<file path="src/rtl/brainfuck_execution_core_defines.svh">
// Assertion macros shared by the execution core modules.
`ifndef BRAINFUCK_EXECUTION_CORE_DEFINES_SVH
`define BRAINFUCK_EXECUTION_CORE_DEFINES_SVH

// Checks a property on every clock edge outside reset.
`define BFC_CHECK(label, clk, rst, prop, msg) \
  label: assert property (@(posedge clk) disable iff (rst) prop) else $error(msg);

// Checks that a condition never holds outside reset.
`define BFC_NEVER(label, clk, rst, expr, msg) \
  label: assert property (@(posedge clk) disable iff (rst) !(expr)) else $error(msg);

`endif

</file>
<file path="src/rtl/bfc_pkg.sv">
// Types, constants and helpers shared by the execution core modules.
package bfc_pkg;

  localparam int TAPE_DEPTH  = 32768;
  localparam int STACK_DEPTH = 64;

  localparam int PTR_W = $clog2(TAPE_DEPTH);
  localparam int LEN_W = $clog2(TAPE_DEPTH + 1);
  localparam int SP_W  = (STACK_DEPTH > 1) ? $clog2(STACK_DEPTH) : 1;
  localparam int CNT_W = $clog2(STACK_DEPTH + 1);

  typedef logic [PTR_W-1:0] ptr_t;
  typedef logic [LEN_W-1:0] len_t;
  typedef logic [SP_W-1:0]  sp_t;
  typedef logic [CNT_W-1:0] cnt_t;

  localparam logic [7:0] OP_RIGHT = 8'h3E;
  localparam logic [7:0] OP_LEFT  = 8'h3C;
  localparam logic [7:0] OP_INC   = 8'h2B;
  localparam logic [7:0] OP_DEC   = 8'h2D;
  localparam logic [7:0] OP_OUT   = 8'h2E;
  localparam logic [7:0] OP_IN    = 8'h2C;
  localparam logic [7:0] OP_OPEN  = 8'h5B;
  localparam logic [7:0] OP_CLOSE = 8'h5D;

  localparam logic [15:0] TAPE_LENGTH_RESET = 16'd30000;

  typedef enum logic [1:0] {
    FAULT_NONE     = 2'd0,
    FAULT_OVERFLOW = 2'd1,
    FAULT_EMPTY    = 2'd2
  } fault_t;

  typedef struct packed {
    logic [7:0]  instruction;
    logic [15:0] position;
    logic [7:0]  input_byte;
  } instr_t;

  typedef struct packed {
    logic [15:0] next_position;
    logic        out_valid;
    logic [7:0]  out_byte;
    fault_t      fault;
  } result_t;

  typedef struct packed {
    logic       rd_en;
    ptr_t       rd_addr;
    logic       wr_en;
    ptr_t       wr_addr;
    logic [7:0] wr_data;
  } tape_req_t;

  typedef struct packed {
    logic        push;
    logic        pop;
    logic [15:0] data;
  } stack_op_t;

  // Length in use: register value limited to 1..TAPE_DEPTH.
  function automatic len_t clamp_length(logic [15:0] n);
    logic [16:0] w;
    w = {1'b0, n};
    if (w == 17'd0) return len_t'(1);
    if (w > 17'(TAPE_DEPTH)) return len_t'(TAPE_DEPTH);
    return len_t'(w);
  endfunction

endpackage

</file>
<file path="src/rtl/bfc_stack.sv">
// Loop-start stack: memory below a forwarded top entry, with fill count.
`include "brainfuck_execution_core_defines.svh"

module bfc_stack (
  input  logic               clk,
  input  logic               rst,
  input  bfc_pkg::stack_op_t op,
  output bfc_pkg::cnt_t      count,
  output logic [15:0]        top
);
  import bfc_pkg::*;

  logic [15:0] mem [STACK_DEPTH];
  logic [15:0] rdata_q;
  logic        fwd_valid;
  logic [15:0] fwd_data;
  cnt_t        count_next;
  sp_t         rd_addr;

  always_comb begin
    if (op.push) count_next = count + cnt_t'(1);
    else if (op.pop) count_next = count - cnt_t'(1);
    else count_next = count;
  end

  // always read the entry that will be on top after this edge
  assign rd_addr = sp_t'(count_next - cnt_t'(1));

  always_ff @(posedge clk) begin
    if (op.push) mem[sp_t'(count)] <= op.data;
    rdata_q <= mem[rd_addr];
  end

  // a push lands at the very address being read, so the old data is stale
  always_ff @(posedge clk) begin
    if (rst) begin
      count     <= '0;
      fwd_valid <= 1'b0;
    end else begin
      count <= count_next;
      if (op.push) fwd_valid <= 1'b1;
      else if (op.pop) fwd_valid <= 1'b0;
    end
  end

  always_ff @(posedge clk) begin
    if (op.push) fwd_data <= op.data;
  end

  assign top = fwd_valid ? fwd_data : rdata_q;

  `BFC_NEVER(a_push_full, clk, rst, op.push && (count >= cnt_t'(STACK_DEPTH)), "push on full stack")
  `BFC_NEVER(a_pop_empty, clk, rst, op.pop && (count == '0), "pop on empty stack")
  `BFC_CHECK(a_push_step, clk, rst, op.push && !op.pop |=> (count == $past(count) + cnt_t'(1)), "push count")

endmodule

</file>
<file path="config.mk">
export PLATFORM = sky130hd
export DESIGN_NAME = bfc_stack
export DESIGN_NICKNAME = d
export VERILOG_FILES = /design/src/rtl/bfc_pkg.sv /design/src/rtl/bfc_stack.sv
export VERILOG_INCLUDE_DIRS = /design/src /design/src/rtl
export SDC_FILE = /design/constraint.sdc
export NUM_CORES = 1
export LEC_CHECK = 0
export BUFFER_PORTS_ARGS = -buffer_cell sky130_fd_sc_hd__buf_4
export CAP_MARGIN = 25
export CORE_ASPECT_RATIO = 0.8
export CORE_MARGIN = 2
export CORE_UTILIZATION = 25
export CTS_CLUSTER_DIAMETER = 80
export DETAILED_ROUTE_END_ITERATION = 6
export SLEW_MARGIN = 20
export SYNTH_ARGS = -nofsm -noshare
export SYNTH_HDL_FRONTEND = slang
export SYNTH_SLANG_ARGS = --single-unit
</file>
<file path="constraint.sdc">
create_clock -name clk -period 7.1 [get_ports clk]
set_input_delay 1.065 -clock clk [delete_from_list [all_inputs] [get_ports clk]]
set_output_delay 1.065 -clock clk [all_outputs]
set_load 0.005 [all_outputs]
</file>
== Word level (Yosys, flattened, before mapping) ==
Memories as Yosys holds them, arrays and structs flattened. A register that Yosys moved wholly into a read port is not among the register bits.
Index checks and enable logic that the tools add are counted.

* Bits in registers: 24
* Memories kept: 1
* Output and inout bits: 23
* Bits in writable memories: 1024

{| class="wikitable"
|+ Memory list
! name !! words !! bits a word !! read ports !! clocked after Yosys merged registers in !! wr ports !! line !! source
|-
| mem || 64 || 16 || 1 || 1 || 1 || bfc_stack.sv:13 || <nowiki>logic [15:0] mem [STACK_DEPTH];</nowiki>
|}

* Multiplexer cells: 7
* $add $sub $neg: 3
* Reduce and logical (&&, ||, !) cells: 1

{| class="wikitable"
|+ Operators with widths
! cell !! number
|-
| two-way mux 16 bit || 1
|-
| two-way mux 7 bit || 2
|-
| adder 7 x 1 -> 7 bit (second input constant) || 1
|-
| subtractor 7 x 1 -> 7 bit (second input constant) || 1
|-
| subtractor 6 x 1 -> 6 bit (second input constant) || 1
|-
| two-way mux 1 bit || 4
|-
| nonzero test 2 bit || 1
|}

== Logic depth before layout (Yosys ltp) ==
* Depth after elaboration: 4
* Depth in mapped cells: 17

== Worst setup path before layout ==
No wires, ideal clock.

* Kind: input port to flip-flop
* From: input op[17] in the netlist's numbering
* To: register rdata_q[12], read port of mem
* Setup slack: 2.607 ns
* Arrival: 4.374 ns
* Stages: 16
* Required time: 6.981 ns
* Path through: buf_4 nor2_1 xnor2_2 inv_2 buf_2 clkbuf_8 ha_1 clkbuf_1 clkbuf_1 clkbuf_1 clkbuf_1 mux4_2 nand2_1 nand4_1 nand4_1 o21ai_1

* Word-level cells in the longest chain between the ends: 2

{| class="wikitable"
|+ RTL lines
! item !! line !! source
|-
| from (decl) || bfc_stack.sv:7 || <nowiki>input bfc_pkg::stack_op_t op,</nowiki>
|-
| two-way mux 7 bit || bfc_stack.sv:21 || <nowiki>if (op.push) count_next = count + cnt_t'(1);</nowiki>
|-
| subtractor 6 x 1 -> 6 bit || bfc_stack.sv:27 || <nowiki>assign rd_addr = sp_t'(count_next - cnt_t'(1));</nowiki>
|-
| to (decl) || bfc_stack.sv:14 || <nowiki>logic [15:0] rdata_q;</nowiki>
|}

No other way between the ends.
A chain may end at the register's enable or synchronous reset.

== Worst setup path in the final report ==
* From: register count[0]
* To: register rdata_q[13], read port of mem

* Word-level cells in the longest chain between the ends: 4
* Elaborated cells between the ends (all ways): 5
* Those cells by class: add/sub (3); mux (2)

{| class="wikitable"
|+ RTL lines
! item !! line !! source
|-
| from (decl) || bfc_stack.sv:8 || <nowiki>output bfc_pkg::cnt_t count,</nowiki>
|-
| from (signal assigned) || bfc_stack.sv:40 || <nowiki>count <= count_next;</nowiki>
|-
| subtractor 7 x 1 -> 7 bit || bfc_stack.sv:22 || <nowiki>else if (op.pop) count_next = count - cnt_t'(1);</nowiki>
|-
| two-way mux 7 bit || bfc_stack.sv:22 ||
|-
| two-way mux 7 bit (*) || bfc_stack.sv:21 ||
|-
| subtractor 6 x 1 -> 6 bit (*) || bfc_stack.sv:27 ||
|}

Mark *: on every way between the ends. The rest lies on a longest branch, timed or not.

==> run_results.csv <==
group,metric,value,unit
outcome,status,"completed",
cts,cts_buffers,98,
critical_path,critPathCapture,"rdata_q[13]$_DFF_P_",
synth,netlist_area,41500,um^2
timing,setup_viol,0,
global_routing,grtUsageTotal,12.9,%
place,io_buffer_count,42,
floorplanning,die_y,369,um
route,wire_per_inst,24.2,um
critical_path,worstSetupEndpointType,"flop",
critical_path,worstPathCellList,"inv_1 -> ha_1 -> a211oi_1 -> a21oi_1 -> ha_4 -> buf_4 -> and2_1 -> buf_4 -> a32oi_1 -> a31oi_1 -> o32ai_1",
timing,drv_slew,0,
route,firstDrtPassIters,6,
synth,async_reset_ff_share,0,%
timing,fin_hold_ws,0.533,ns
critical_path,crit_start,"count[0]$_SDFF_PP0_",
cts,ctsRootBufferMaster,"clkbuf_16",
floorplanning,coreArea,165000,um^2
cts,clock_latency,0.71,ns
cells_and_area,post-route-util,29.0,%
route,avgViaCountPerCell,4.73,
synth,ys_warn_count,0,
route,drt-total-wl,111,mm
critical_path,required,7.64,ns
cts,path_clk_slew,0.07,ns
global_routing,grt_max_degree,103,
global_routing,grt_pass1_wl,159,mm
power_and_ir_drop,vdd_drop_max,269,uV
cells_and_area,instances_no_fill,4592,
cts,htree_num_levels,3,
route,drc,0,
synth,yosysSeqAreaShare,76.4,%
power_and_ir_drop,p_leak,14.9,nW
cells_and_area,syn_to_final_growth,14.9,%
place,dp_cells,4407,
critical_path,cp.arrival,5.55,ns
synth,synthCells,2242,
cts,cts.sinks,1064,
synth,synth_edf_count,1040,
global_routing,grt_pass1_vias,21200,
critical_path,reg2reg_to,"rdata_q[13]$_DFF_P_",
timing,skew,0.0339,ns
cells_and_area,final_common_cell,"edfxtp_1",
cts,cts_hold_buffers,0,
critical_path,slowest_delay,0.81,ns
floorplanning,fp-row-count,133,
route,antenna_left,0,
critical_path,path_class,"flop to flop",
cells_and_area,final_cell_mix,"edfxtp_1 (1040), nand2_1 (357), mux4_2 (183), buf_4 (126), clkbuf_16 (99)",
cts,cts_tree,"yes",
timing,final-hold-violation-count,0,
synth,synth-main-ff-cell,"edfxtp_1",
cells_and_area,nets,2370,
synth,synth_seq_cells,1064,
critical_path,crit_slowest_cell,"dfxtp_1",
timing,fin_tns_setup,0,ns
floorplanning,ios,43,
floorplanning,initial_core_util,25.2,%
cells_and_area,drive_gt1_share,21.3,%
timing,period_share,70.6,%
cts,clockBufferDepth,3,
timing,max_clock_freq,0.200,GHz
worst_hold_path,min_from,"count[6]$_SDFFE_PP0P_",
cts,cts_setup_buffers,0,
route,drt_first_iter_violations,2386,
timing,worst_pin_slew,1.07,ns
floorplanning,fp.dieW,460,um
critical_path,cp_max_fo,37,
cts,ctsResizeCount,0,
timing,rsz0062_at_grt,"no",
run,max_cap_viol_count,0,
critical_path,startpoint_type,"flop",
synth,synth_nets,2265,
synth,synth.distinct_cells,63,
global_routing,overflow,0,
synth,avgSynthCellArea,18.5,um^2
timing,slew_headroom,28.1,%
route,num_vias,21700,
timing,period_minus_slack,5.01,ns
critical_path,crit_path_frequent_cell,"buf_4",
critical_path,r2r_slack,2.09,ns
power_and_ir_drop,power.total,0.0154,W
place,dp_hpwl,64.5,mm
critical_path,reg2reg_from,"count[0]$_SDFF_PP0_",
worst_hold_path,worstHoldPathType,"flop to flop",
global_routing,antenna_found_initial,4,
floorplanning,dieArea,169000,um^2
place,place_congestion,0.829,
critical_path,ff2ff_path_depth,11,
power_and_ir_drop,power_density,322,nW/um^2
-- area by class of cell --
class / count / area (um^2)
diodes: 2 / 5.00
clock buffers: 123 / 2600
flip-flops and latches: 1064 / 31700
fillers: 16100 / 117000
well taps: 2160 / 2700
repair buffers: 132 / 1060
clock inverters: 60 / 538
multi-input cells: 1044 / 9070
inverters: 7 / 26.3
-- worst max-delay path, delay by kind of cell (launching register included) --
family | cells | cell delay (ns)
AOI/OAI and AO/OA | 5 | 1.22
adders and majority gates | 2 | 1.09
buffers and inverters | 3 | 1.24
DFF | 1 | 0.81
and+or+nand+nor | 1 | 0.39
-- cells in the mapped netlist (all sizes together), types with 7 or more instances --
master	number	area share [%]
a311oi	19	0.40
nand2	360	3.3
nor2	89	0.83
o21ai	19	0.23
buf	75	1.4
inv	7	0.063
and3	12	0.18
mux2i	50	1.2
o2111ai	7	0.15
o32ai	9	0.19
edfxtp	1040	75
nand3b	9	0.16
xnor2	10	0.32
a21oi	25	0.30
clkbuf	51	0.53
nand3	87	1.0
dfxtp	24	1.2
a31oi	52	0.78
mux4	186	10
mux2	25	0.68
a32oi	26	0.55
-- metal layers --
layer | vias up | global-route usage, % | part of all wire, % | wire (um)
li1 | 9154 | - | - | -
met1 | 11500 | 18.5 | 43 | 48000
met2 | 902 | 19.7 | 46 | 50600
met3 | 147 | 2.74 | 8.6 | 9520
met4 | 0 | 3.55 | 2.6 | 2900
met5 | - | 0 | 0 | 0
-- how the worst min path moves through the flow --
stage                            end  slack [ns]  cells after the start
6_report       count[6]$_SDFFE_PP0P_        0.53                      2
3_5_place_dp   count[6]$_SDFFE_PP0P_        0.53                      2
3_3_place_gp   count[6]$_SDFFE_PP0P_        0.51                      2
2_1_floorplan  count[6]$_SDFFE_PP0P_        0.51                      2
4_1_cts        count[6]$_SDFFE_PP0P_        0.54                      2
5_1_grt          count[2]$_SDFF_PP0_        0.59                      2
-- where the power goes --
part	internal, W	total, W	leakage (nW)	switching (W)
logic	0.00106	0.00304	3.83	0.00198
registers	0.00700	0.00708	9.57	0.0000800
clock network	0.00290	0.00523	1.55	0.00233
-- stage by stage --
stage / setup slack [ns] / cell area (um^2)
finish: 2.09 / 47700
global route: 1.76 / 47700
CTS: 2.17 / 47700
detailed placement: 1.73 / 44600
global placement: 1.83 / 44600
floorplan: 2.61 / 41500
-- flip-flops by register name, indices dropped and copies added (netlist names) --
name       flops
count          7
fwd_data      16
fwd_valid      1
mem         1024
rdata_q       16
-- logic make-up after synthesis --
kind of cell	synth area share, %
flip-flops	76.4
AND/OR/NAND/NOR	5.90
multiplexers	12.0
AO/OA/AOI/OAI	3.25
buffers and inverters	1.98
XOR/XNOR	0.401
adder cells (fa/ha/maj)	0.0904
No activity file was read; power rests on OpenSTA's default activity.
